### src/design/hsr_pkg.sv
// ----------------------------------------------------------------------------
// hsr_pkg
// types and constants of the hue/shade to rgb converter
// ----------------------------------------------------------------------------
package hsr_pkg;

  localparam int unsigned HueW      = 13;
  localparam int unsigned ShadeW    = 11;
  localparam int unsigned RemW      = 10;
  localparam int unsigned ChanW     = 8;
  localparam int unsigned HueFull   = 5760;
  localparam int unsigned HueSector = 960;
  localparam int unsigned ShadeMid  = 512;
  localparam int unsigned ShadeMax  = 1024;
  localparam int unsigned ChanMax   = 255;
  // 255/960 reduces to 17/64
  localparam int unsigned RampMul   = 17;
  localparam int unsigned RampShift = 6;
  localparam int unsigned ShadeShift = 9;
  localparam int unsigned ProdW     = ChanW + RemW;

  typedef enum logic [2:0] {
    SEC_RED_UP   = 3'd0,
    SEC_GRN_DOWN = 3'd1,
    SEC_GRN_UP   = 3'd2,
    SEC_BLU_DOWN = 3'd3,
    SEC_BLU_UP   = 3'd4,
    SEC_RED_DOWN = 3'd5
  } sector_t;

  typedef struct packed {
    logic [HueW-1:0]   hue_angle;
    logic [ShadeW-1:0] shade;
  } hs_item_t;

  typedef struct packed {
    logic [ChanW-1:0] red;
    logic [ChanW-1:0] green;
    logic [ChanW-1:0] blue;
  } rgb_t;

  // pure color with its shade, handed from the wheel to the shading stages
  typedef struct packed {
    logic                   valid;
    logic [2:0][ChanW-1:0]  chan;
    logic [ShadeW-1:0]      shade;
  } pure_bus_t;

endpackage

### src/design/hue_shade_to_rgb.sv
// ----------------------------------------------------------------------------
// hue_shade_to_rgb
// hue and shade position to 8-bit rgb, five-stage pipeline
// ----------------------------------------------------------------------------
// channel   strobe   payload          direction
// command   start    item  (hs_item)  in, refused while busy (never here)
// result    done     result (rgb)     out, one cycle, cannot be held off
//
// one transfer per clock, every cycle; busy is tied low
// pipeline stages in order: wrap, sector split, ramp select, shade product, blend
// done rises when the start transfer leaves the blend stage and stays for one cycle
// synchronous reset clears the valid bits; items in flight are dropped
// ----------------------------------------------------------------------------
module hue_shade_to_rgb (
  input  logic              clk,
  input  logic              rst,
  input  logic              start,
  output logic              busy,
  input  hsr_pkg::hs_item_t item,
  output logic              done,
  output hsr_pkg::rgb_t     result
);

  hsr_pkg::pure_bus_t pure_color;

  assign busy = 1'b0;

  hsr_wheel u_wheel (
    .clk        (clk),
    .rst        (rst),
    .in_valid   (start & ~busy),
    .in_item    (item),
    .pure_color (pure_color)
  );

  hsr_shade u_shade (
    .clk        (clk),
    .rst        (rst),
    .pure_color (pure_color),
    .out_valid  (done),
    .out_rgb    (result)
  );

endmodule

### src/design/hsr_wheel.sv
// ----------------------------------------------------------------------------
// hsr_wheel
// three-stage pipeline: hue wrap, sector split, ramp and channel select
// ----------------------------------------------------------------------------
module hsr_wheel (
  input  logic               clk,
  input  logic               rst,
  input  logic               in_valid,
  input  hsr_pkg::hs_item_t  in_item,
  output hsr_pkg::pure_bus_t pure_color
);

  localparam logic [hsr_pkg::HueW-1:0] HueFullC = hsr_pkg::HueW'(hsr_pkg::HueFull);
  localparam logic [hsr_pkg::HueW-1:0] Sec1 = hsr_pkg::HueW'(1 * hsr_pkg::HueSector);
  localparam logic [hsr_pkg::HueW-1:0] Sec2 = hsr_pkg::HueW'(2 * hsr_pkg::HueSector);
  localparam logic [hsr_pkg::HueW-1:0] Sec3 = hsr_pkg::HueW'(3 * hsr_pkg::HueSector);
  localparam logic [hsr_pkg::HueW-1:0] Sec4 = hsr_pkg::HueW'(4 * hsr_pkg::HueSector);
  localparam logic [hsr_pkg::HueW-1:0] Sec5 = hsr_pkg::HueW'(5 * hsr_pkg::HueSector);
  localparam logic [hsr_pkg::ShadeW-1:0] ShadeMaxC = hsr_pkg::ShadeW'(hsr_pkg::ShadeMax);
  localparam logic [hsr_pkg::RemW-1:0] SectorC = hsr_pkg::RemW'(hsr_pkg::HueSector);
  localparam logic [hsr_pkg::ChanW-1:0] Full = hsr_pkg::ChanW'(hsr_pkg::ChanMax);
  localparam logic [hsr_pkg::ChanW-1:0] Zero = '0;

  // stage 1
  logic                       v1;
  logic [hsr_pkg::HueW-1:0]   hue1;
  logic [hsr_pkg::ShadeW-1:0] shade1;
  // stage 2
  logic                       v2;
  hsr_pkg::sector_t           sec2;
  logic [hsr_pkg::RemW-1:0]   rem2;
  logic [hsr_pkg::ShadeW-1:0] shade2;
  // stage 2 combinational
  hsr_pkg::sector_t           sec_next;
  logic [hsr_pkg::HueW-1:0]   rem_wide;
  // stage 3 combinational
  logic [hsr_pkg::RemW-1:0]   ramp_arg;
  logic [hsr_pkg::RemW+4:0]   ramp_prod;
  logic [hsr_pkg::ChanW-1:0]  ramp;
  logic [2:0][hsr_pkg::ChanW-1:0] chan_next;
  // stage 3
  logic                           v3;
  logic [2:0][hsr_pkg::ChanW-1:0] chan3;
  logic [hsr_pkg::ShadeW-1:0]     shade3;

  always_ff @(posedge clk) begin
    if (rst) begin
      v1 <= 1'b0;
      v2 <= 1'b0;
      v3 <= 1'b0;
    end else begin
      v1 <= in_valid;
      v2 <= v1;
      v3 <= v2;
    end
  end

  // wrap hue into one turn, saturate shade at white
  always_ff @(posedge clk) begin
    hue1   <= (in_item.hue_angle >= HueFullC) ? in_item.hue_angle - HueFullC
                                              : in_item.hue_angle;
    shade1 <= (in_item.shade > ShadeMaxC) ? ShadeMaxC : in_item.shade;
  end

  always_comb begin
    if (hue1 >= Sec5) begin
      sec_next = hsr_pkg::SEC_RED_DOWN;
      rem_wide = hue1 - Sec5;
    end else if (hue1 >= Sec4) begin
      sec_next = hsr_pkg::SEC_BLU_UP;
      rem_wide = hue1 - Sec4;
    end else if (hue1 >= Sec3) begin
      sec_next = hsr_pkg::SEC_BLU_DOWN;
      rem_wide = hue1 - Sec3;
    end else if (hue1 >= Sec2) begin
      sec_next = hsr_pkg::SEC_GRN_UP;
      rem_wide = hue1 - Sec2;
    end else if (hue1 >= Sec1) begin
      sec_next = hsr_pkg::SEC_GRN_DOWN;
      rem_wide = hue1 - Sec1;
    end else begin
      sec_next = hsr_pkg::SEC_RED_UP;
      rem_wide = hue1;
    end
  end

  always_ff @(posedge clk) begin
    sec2   <= sec_next;
    rem2   <= rem_wide[hsr_pkg::RemW-1:0];
    shade2 <= shade1;
  end

  // odd sectors ramp down
  always_comb begin
    ramp_arg  = sec2[0] ? SectorC - rem2 : rem2;
    ramp_prod = (hsr_pkg::RemW+5)'(ramp_arg) * (hsr_pkg::RemW+5)'(hsr_pkg::RampMul);
    ramp      = ramp_prod[hsr_pkg::RampShift +: hsr_pkg::ChanW];
    unique case (sec2)
      hsr_pkg::SEC_RED_UP:   chan_next = {Zero, ramp, Full};
      hsr_pkg::SEC_GRN_DOWN: chan_next = {Zero, Full, ramp};
      hsr_pkg::SEC_GRN_UP:   chan_next = {ramp, Full, Zero};
      hsr_pkg::SEC_BLU_DOWN: chan_next = {Full, ramp, Zero};
      hsr_pkg::SEC_BLU_UP:   chan_next = {Full, Zero, ramp};
      hsr_pkg::SEC_RED_DOWN: chan_next = {ramp, Zero, Full};
      default:               chan_next = {Zero, Zero, Zero};
    endcase
  end

  always_ff @(posedge clk) begin
    chan3  <= chan_next;
    shade3 <= shade2;
  end

  assign pure_color = '{valid: v3, chan: chan3, shade: shade3};

endmodule

### src/design/hsr_shade.sv
// ----------------------------------------------------------------------------
// hsr_shade
// two-stage pipeline: per-channel shade product, then blend and output
// ----------------------------------------------------------------------------
module hsr_shade (
  input  logic               clk,
  input  logic               rst,
  input  hsr_pkg::pure_bus_t pure_color,
  output logic               out_valid,
  output hsr_pkg::rgb_t      out_rgb
);

  localparam logic [hsr_pkg::ShadeW-1:0] MidC = hsr_pkg::ShadeW'(hsr_pkg::ShadeMid);

  logic                          v4;
  logic [2:0][hsr_pkg::ProdW-1:0] prod4;
  logic [2:0][hsr_pkg::ChanW-1:0] base4;
  logic                          dark;
  logic [hsr_pkg::RemW-1:0]      factor;
  logic [2:0][hsr_pkg::ChanW-1:0] mult;
  logic [2:0][hsr_pkg::ChanW-1:0] base_next;
  logic [2:0][hsr_pkg::ProdW-1:0] prod_next;
  logic [2:0][hsr_pkg::ChanW-1:0] res_next;

  // darken: c*f/512 ; lighten: c + (255-c)*f/512
  always_comb begin
    dark = (pure_color.shade <= MidC);
    factor = dark ? pure_color.shade[hsr_pkg::RemW-1:0]
                  : hsr_pkg::RemW'(pure_color.shade - MidC);
    for (int i = 0; i < 3; i++) begin
      mult[i]      = dark ? pure_color.chan[i] : ~pure_color.chan[i];
      base_next[i] = dark ? '0 : pure_color.chan[i];
      prod_next[i] = hsr_pkg::ProdW'(mult[i]) * hsr_pkg::ProdW'(factor);
    end
  end

  always_ff @(posedge clk) begin
    if (rst) begin
      v4 <= 1'b0;
      out_valid <= 1'b0;
    end else begin
      v4 <= pure_color.valid;
      out_valid <= v4;
    end
  end

  always_ff @(posedge clk) begin
    prod4 <= prod_next;
    base4 <= base_next;
  end

  always_comb begin
    for (int i = 0; i < 3; i++) begin
      res_next[i] = base4[i] + hsr_pkg::ChanW'(prod4[i] >> hsr_pkg::ShadeShift);
    end
  end

  always_ff @(posedge clk) begin
    out_rgb.red   <= res_next[0];
    out_rgb.green <= res_next[1];
    out_rgb.blue  <= res_next[2];
  end

endmodule

### config.mk
export PLATFORM = sky130hd
export DESIGN_NAME = hue_shade_to_rgb
export DESIGN_NICKNAME = d
export VERILOG_FILES = /design/src/design/hsr_pkg.sv /design/src/design/hue_shade_to_rgb.sv /design/src/design/hsr_wheel.sv /design/src/design/hsr_shade.sv
export SDC_FILE = /design/constraint.sdc
export NUM_CORES = 1
export LEC_CHECK = 0
export BUFFER_PORTS_ARGS = -buffer_cell sky130_fd_sc_hd__buf_2
export CAP_MARGIN = 20
export CORE_AREA = 2 2 122 212
export DETAILED_ROUTE_END_ITERATION = 8
export DIE_AREA = 0 0 124 214
export HOLD_SLACK_MARGIN = 0.02
export PLACE_DENSITY = 0.71
export SLEW_MARGIN = 0
export SYNTH_ARGS = -nofsm -noshare
export SYNTH_HDL_FRONTEND = slang
export SYNTH_SLANG_ARGS = --single-unit
### constraint.sdc
create_clock -name clk -period 7.65 [get_ports clk]
set_input_delay 1.1475 -clock clk [delete_from_list [all_inputs] [get_ports clk]]
set_output_delay 1.1475 -clock clk [all_outputs]
set_load 0.005 [all_outputs]
# Word level (Yosys, flattened, before mapping)
# Cells that the tools add are included.
[word_totals] output_inout_bits=26 regBits=187
[op_classes] n_lt_le_gt_ge=8 n_eq_ne=5 add_sub_neg=11 n_mux=16 n_reduce_logical=2 bitwise_logic=3 n_mul=4
[op_table] cell="24-bit one-hot mux with 6 select lines" count=1
[op_table] cell="10-bit two-way mux" count=7
[op_table] cell="10-bit subtractor, second input constant" count=6
[op_table] cell="8-bit by 10-bit multiplier with 17-bit output" count=3
[op_table] cell="13-bit by 12-bit greater-or-equal comparator with 1-bit output, second input constant" count=2
[op_table] cell="13-bit greater-or-equal comparator, second input constant" count=2
[op_table] cell="8-bit adder" count=3
[op_table] cell="8-bit two-way mux" count=3
[op_table] cell="8-bit NOT" count=3
[op_table] cell="10-bit by 5-bit multiplier with 14-bit output, second input constant" count=1
[op_table] cell="13-bit by 10-bit greater-or-equal comparator with 1-bit output, second input constant" count=1
[op_table] cell="13-bit by 11-bit greater-or-equal comparator with 1-bit output, second input constant" count=1
[op_table] cell="13-bit two-way mux" count=1
[op_table] cell="13-bit subtractor, second input constant" count=1
[op_table] cell="11-bit > comparator, second input constant" count=1
[op_table] cell="11-bit by 10-bit <= comparator with 1-bit output, second input constant" count=1
[op_table] cell="10-bit subtractor, first input constant" count=1
[op_table] cell="3-bit by 2-bit equality test with 1-bit output, second input constant" count=2
[op_table] cell="3-bit equality test, second input constant" count=2
[op_table] cell="3-bit two-way mux" count=2
[op_table] cell="3-bit by 1-bit equality test with 1-bit output, second input constant" count=1
[op_table] cell="3-bit logical NOT" count=1
[op_table] cell="1-bit two-way mux" count=2
[op_table] cell="2-bit OR reduction" count=1

# Logic depth before layout (Yosys ltp)
[depth] word_depth=6 ltp_mapped=22 mapped_depth_nobuf=20

# Modules after synthesis
# From an unflattened synthesis, not the netlist that was laid out.
[unflattened] hier_cells=1419 hier_area_um2=13489.2
[by_module_without_submodules] module="hsr_shade" area_per_inst_um2=10085.9 n_inst=1 cells_each=1088
[by_module_without_submodules] module="hsr_wheel" area_per_inst_um2=3392.0 n_inst=1 cells_each=329
[by_module_without_submodules] module="hue_shade_to_rgb" area_per_inst_um2=11.3 n_inst=1 cells_each=2

# Worst setup path before layout
# OpenSTA, ideal clock, no wires.
[synth_timing] kind="flip-flop to flip-flop" startpoint="register u_wheel.shade3[9] (netlist bit)" endpoint="register u_shade.prod4[32] (netlist bit)" setup_time_ns=0.123 period_less_slack_ns=5.463 required_time_ns=7.527 setup_slack_ns=2.187 path_stages_with_launch=22 arrival_time_ns=5.339 path_cell_list="dfxtp_1 -> buf_2 -> nor2_4 -> a31oi_2 -> clkbuf_1 -> xor2_1 -> nand2_1 -> fa_1 -> fa_1 -> inv_1 -> fa_1 -> inv_1 -> fa_1 -> inv_1 -> ha_1 -> and3_1 -> a221o_1 -> a21o_1 -> a41oi_1 -> o31a_1 -> o21bai_1 -> xor2_1"
[synth_lines] item="start, declared" line="hsr_wheel.sv:44" source="logic [hsr_pkg::ShadeW-1:0] shade3;"
[synth_lines] item="start signal, assigned" line="hsr_wheel.sv:111" source="shade3 <= shade2;"
[synth_lines] item="end signal, assigned" line="hsr_shade.sv:48" source="prod4 <= prod_next;"
[synth_lines] item="end, declared" line="hsr_shade.sv:16" source="logic [2:0][hsr_pkg::ProdW-1:0] prod4;"

==> impl_metrics.yaml <==
status:
  status: "complete, no violations"
synth:
  synth_edf_count: 0
  synth_top_flop_cell: "dfxtp_1"
  ys_ff_latch: 160
  synth.yosys.seq_area_share: 0.238
  synthesis.area_mm2: 0.0134
  syn_nets: 1714
  yosysTopAreaCell: "dfxtp_1"
  async_flop_share: 0
  synth_top_area_frac: 0.238
  syn_area_per_cell_um2: 9.57
  synth_area_leaders: "dfxtp_1, fa_1, ha_1"
  synthCells: 1404
  synth.distinct_cells: 67
  ys_warn_count: 0
layout:
  nets: 1755
  mostFrequentLayoutCells: "inv_1, dfxtp_1, and2_1, fa_1, ha_1"
  diodes: 0
  stdcell_area_mm2: 0.0147
  drive_above_1_share: 0.0823
  area_growth_pct: 9.21
  final_common_cell: "inv_1"
clocking:
  holdBufCountCts: 0
  cts_tree: "yes"
  post_cts_resized: 0
  cts_buffers: 17
  cts.clk_slew.worst_paths_ns: 0.07
  cts-root-buf: "clkbuf_16"
  htree_levels: 4
  clkLatencyLatePin_ns: 0.45
  clk_path_buf_depth: 2
  cts_sinks: 160
  postCtsSetupBuffers: 0
floorplanning:
  row_count: 76
  num_io_pins: 53
  core_area_mm2: 0.0247
  die_area_mm2: 0.0265
  die_w_um: 124
  start_util: 0.544
  die_h_um: 214
place:
  gp_congestion: 0.940
  io_buffers: 51
  placed_cell_area_mm2: 0.0140
  dpl.hpwl_um: 24100
worst_hold_path:
  worstHoldEndpoint: "u_wheel.shade2[9]$_DFF_P_"
  hp-start: "u_wheel.shade1[9]$_SDFF_PN0_"
  min_path_cells: 0
  hp-class: "flip-flop to flip-flop"
timing:
  fin_crit_sh: 0.855
  rsz0062_at_grt: "no"
  fin_worst_skew_ns: 0.0114
  fmax_mhz: 153
  tightest_slew_ns: 0.860
  slew_violations: 0
  fin_tns_setup_ns: 0
  relSlewSlack: 0.426
  finalSetupViolCount: 0
  post-route-min-period_ns: 6.54
  hold_viol: 0
detailed_routing:
  drcViolationCount: 0
  totalWireLength_um: 30200
  via_per_inst: 5.46
  drtIter0Drc: 560
  num_vias: 9663
  wl_per_cell_um: 17.0
  dr.pass1.iters: 5
  postRouteAntennaNets: 0
pwr:
  power_frac_comb: 0.656
  p_sw_uw: 3110
  p_int_uw: 3480
  ir_worst_vdd_uv: 259
  p_total_uw: 6590
  p_leak_uw: 0.00719
  pwr-share-clk: 0.140
  p_sw_frac: 0.472
  powerDensity_mw_per_mm2: 449
  pwr-share-seq: 0.203
critical_path:
  path_delay_family: "adder cells"
  rr_endpoint: "u_shade.prod4[16]$_DFF_P_"
  critPathCaptureType: "flip-flop"
  slowest_delay_ns: 0.88
  critical_path.cell_chain: "nor4_2, a31oi_4, buf_4, xor2_1, nand2_1, fa_1, fa_1, inv_1, fa_1, fa_1, ha_1, a21o_1, a21o_1, a21oi_1, o211ai_1, a211o_1, a21oi_1, xnor2_1"
  reg2reg_depth: 18
  worst-setup-path-type: "flip-flop to flip-flop"
  cp.arrival_ns: 6.87
  path_buf_inv: 2
  crit_required_ns: 7.98
  worst-path-max-fanout: 25
  slowest_stage: "dfxtp_1"
  r2r-start: "u_wheel.shade3[2]$_DFF_P_"
  reg2reg_setup_slack_ns: 1.11
  cp-start-kind: "flip-flop"
  cp_common_cell: "fa_1"
grt:
  track_usage: 0.245
  grt_pass1_vias: 10397
  grt_max_degree: 28
  grt_antenna_before_repair: 0
  grt-ovfl-total: 0
  grt_pass1_wl_um: 50500
flow_run:
  drv_cap: 0
## per-stage QoR
| stage | std cells | util | setup slack [ns] | hold slack [ns] |
|---|---|---|---|---|
| after floorplan | 1404 | - | 2.19 | 0.310 |
| after global placement | 1737 | 0.567 | 1.34 | 0.312 |
| after detailed placement | 1737 | 0.567 | 1.24 | 0.312 |
| after CTS | 1769 | 0.594 | 1.22 | 0.328 |
| after global routing | 1770 | 0.594 | 0.804 | 0.330 |
| final | 1770 | 0.594 | 1.11 | 0.329 |
## area by class of cell
cell class / instances / area [µm²]
Inverter: 192 / 721
Multi-Input combinational cell: 1010 / 9360
Timing Repair Buffer: 64 / 350
Sequential cell: 160 / 3200
Clock inverter: 14 / 218
Tap cell: 312 / 390
Fill cell: 2163 / 10000
Clock buffer: 18 / 439
## cells in the mapped netlist (2+ instances only)
master	number
nand2_1	56
o21ai_1	2
nand4_1	6
nor3_1	11
or3_1	2
a21boi_0	4
o211ai_1	5
buf_1	3
nor4_1	5
nor4_2	2
o21a_1	5
a221o_1	4
a41oi_1	4
or2_2	11
ha_1	141
o31ai_1	4
nor2b_1	80
clkbuf_1	33
nand3_1	17
dfxtp_1	160
a21o_1	32
nor2_1	33
and3_1	5
o21ai_0	23
a31o_2	2
and2_1	142
xor2_1	33
nand3b_1	2
inv_1	191
a31oi_1	7
xnor2_1	91
o41ai_1	4
a221oi_2	2
a211o_1	3
a32oi_1	2
fa_1	142
nand2b_1	10
and4_1	4
o22ai_1	4
buf_2	5
o31a_1	3
a21oi_1	75
o21bai_1	10
## routing by layer
| layer | GRT usage | vias to the layer above | part of all wire |
|---|---|---|---|
| li1 | - | 4607 | - |
| met1 | 0.253 | 4690 | 0.36 |
| met2 | 0.456 | 264 | 0.55 |
| met3 | 0.0397 | 102 | 0.032 |
| met4 | 0.134 | 0 | 0.053 |
| met5 | 0 | - | 0 |
## worst reg2reg max path, delay by kind of cell (launching register included)
family	cells	cell delay (ns)
fa+ha+maj	5	2.42
compound gates	7	1.89
flops	1	0.88
xor+xnor	2	0.50
buf+inv	2	0.42
simple gates	2	0.31
## power groups by stage
stage	combinational (µW)	sequential, µW	clock [µW]
finish	4320	1340	924
global route	4930	1360	978
CTS	4350	1340	945
detailed placement	4300	1350	0
global placement	4200	1350	0
floorplan	3310	1280	0
## sequential cells by signal (all words and copies together), names as in the netlist, 3 cells and up
| signal | cells |
|---|---|
| u_wheel.rem2 | 10 |
| u_shade.base4 | 24 |
| u_wheel.hue1 | 13 |
| u_wheel.shade2 | 11 |
| u_wheel.pure_color | 24 |
| u_wheel.shade3 | 11 |
| u_shade.out_rgb | 24 |
| u_wheel.shade1 | 11 |
| u_shade.prod4 | 24 |
| u_wheel.sec2 | 3 |
## how the worst max path moves through the flow
stage	startpoint	end	slack (ns)	depth (start not counted)
CTS	u_wheel.shade3[2]$_DFF_P_	u_shade.prod4[50]$_DFF_P_	1.22	20
global placement	u_wheel.shade3[2]$_DFF_P_	u_shade.prod4[16]$_DFF_P_	1.34	18
global route	u_wheel.shade3[5]$_DFF_P_	u_shade.prod4[16]$_DFF_P_	0.80	18
detailed placement	u_wheel.shade3[2]$_DFF_P_	u_shade.prod4[50]$_DFF_P_	1.24	20
finish	u_wheel.shade3[2]$_DFF_P_	u_shade.prod4[16]$_DFF_P_	1.11	18
floorplan	u_wheel.shade3[9]$_DFF_P_	u_shade.prod4[32]$_DFF_P_	2.19	21
## cell families (layout without fill, tap and decap cells)
kind of cell	count (synthesis)	count (layout)	synth area share
simple gates	395	395	0.168
xor+xnor	124	124	0.0808
fa+ha+maj	283	283	0.343
other cells	1	1	0.000279
buf+inv	234	288	0.0661
mux	1	1	0.000745
compound gates	206	206	0.103
flops	160	160	0.238
No activity file was read; power rests on OpenSTA's default activity.
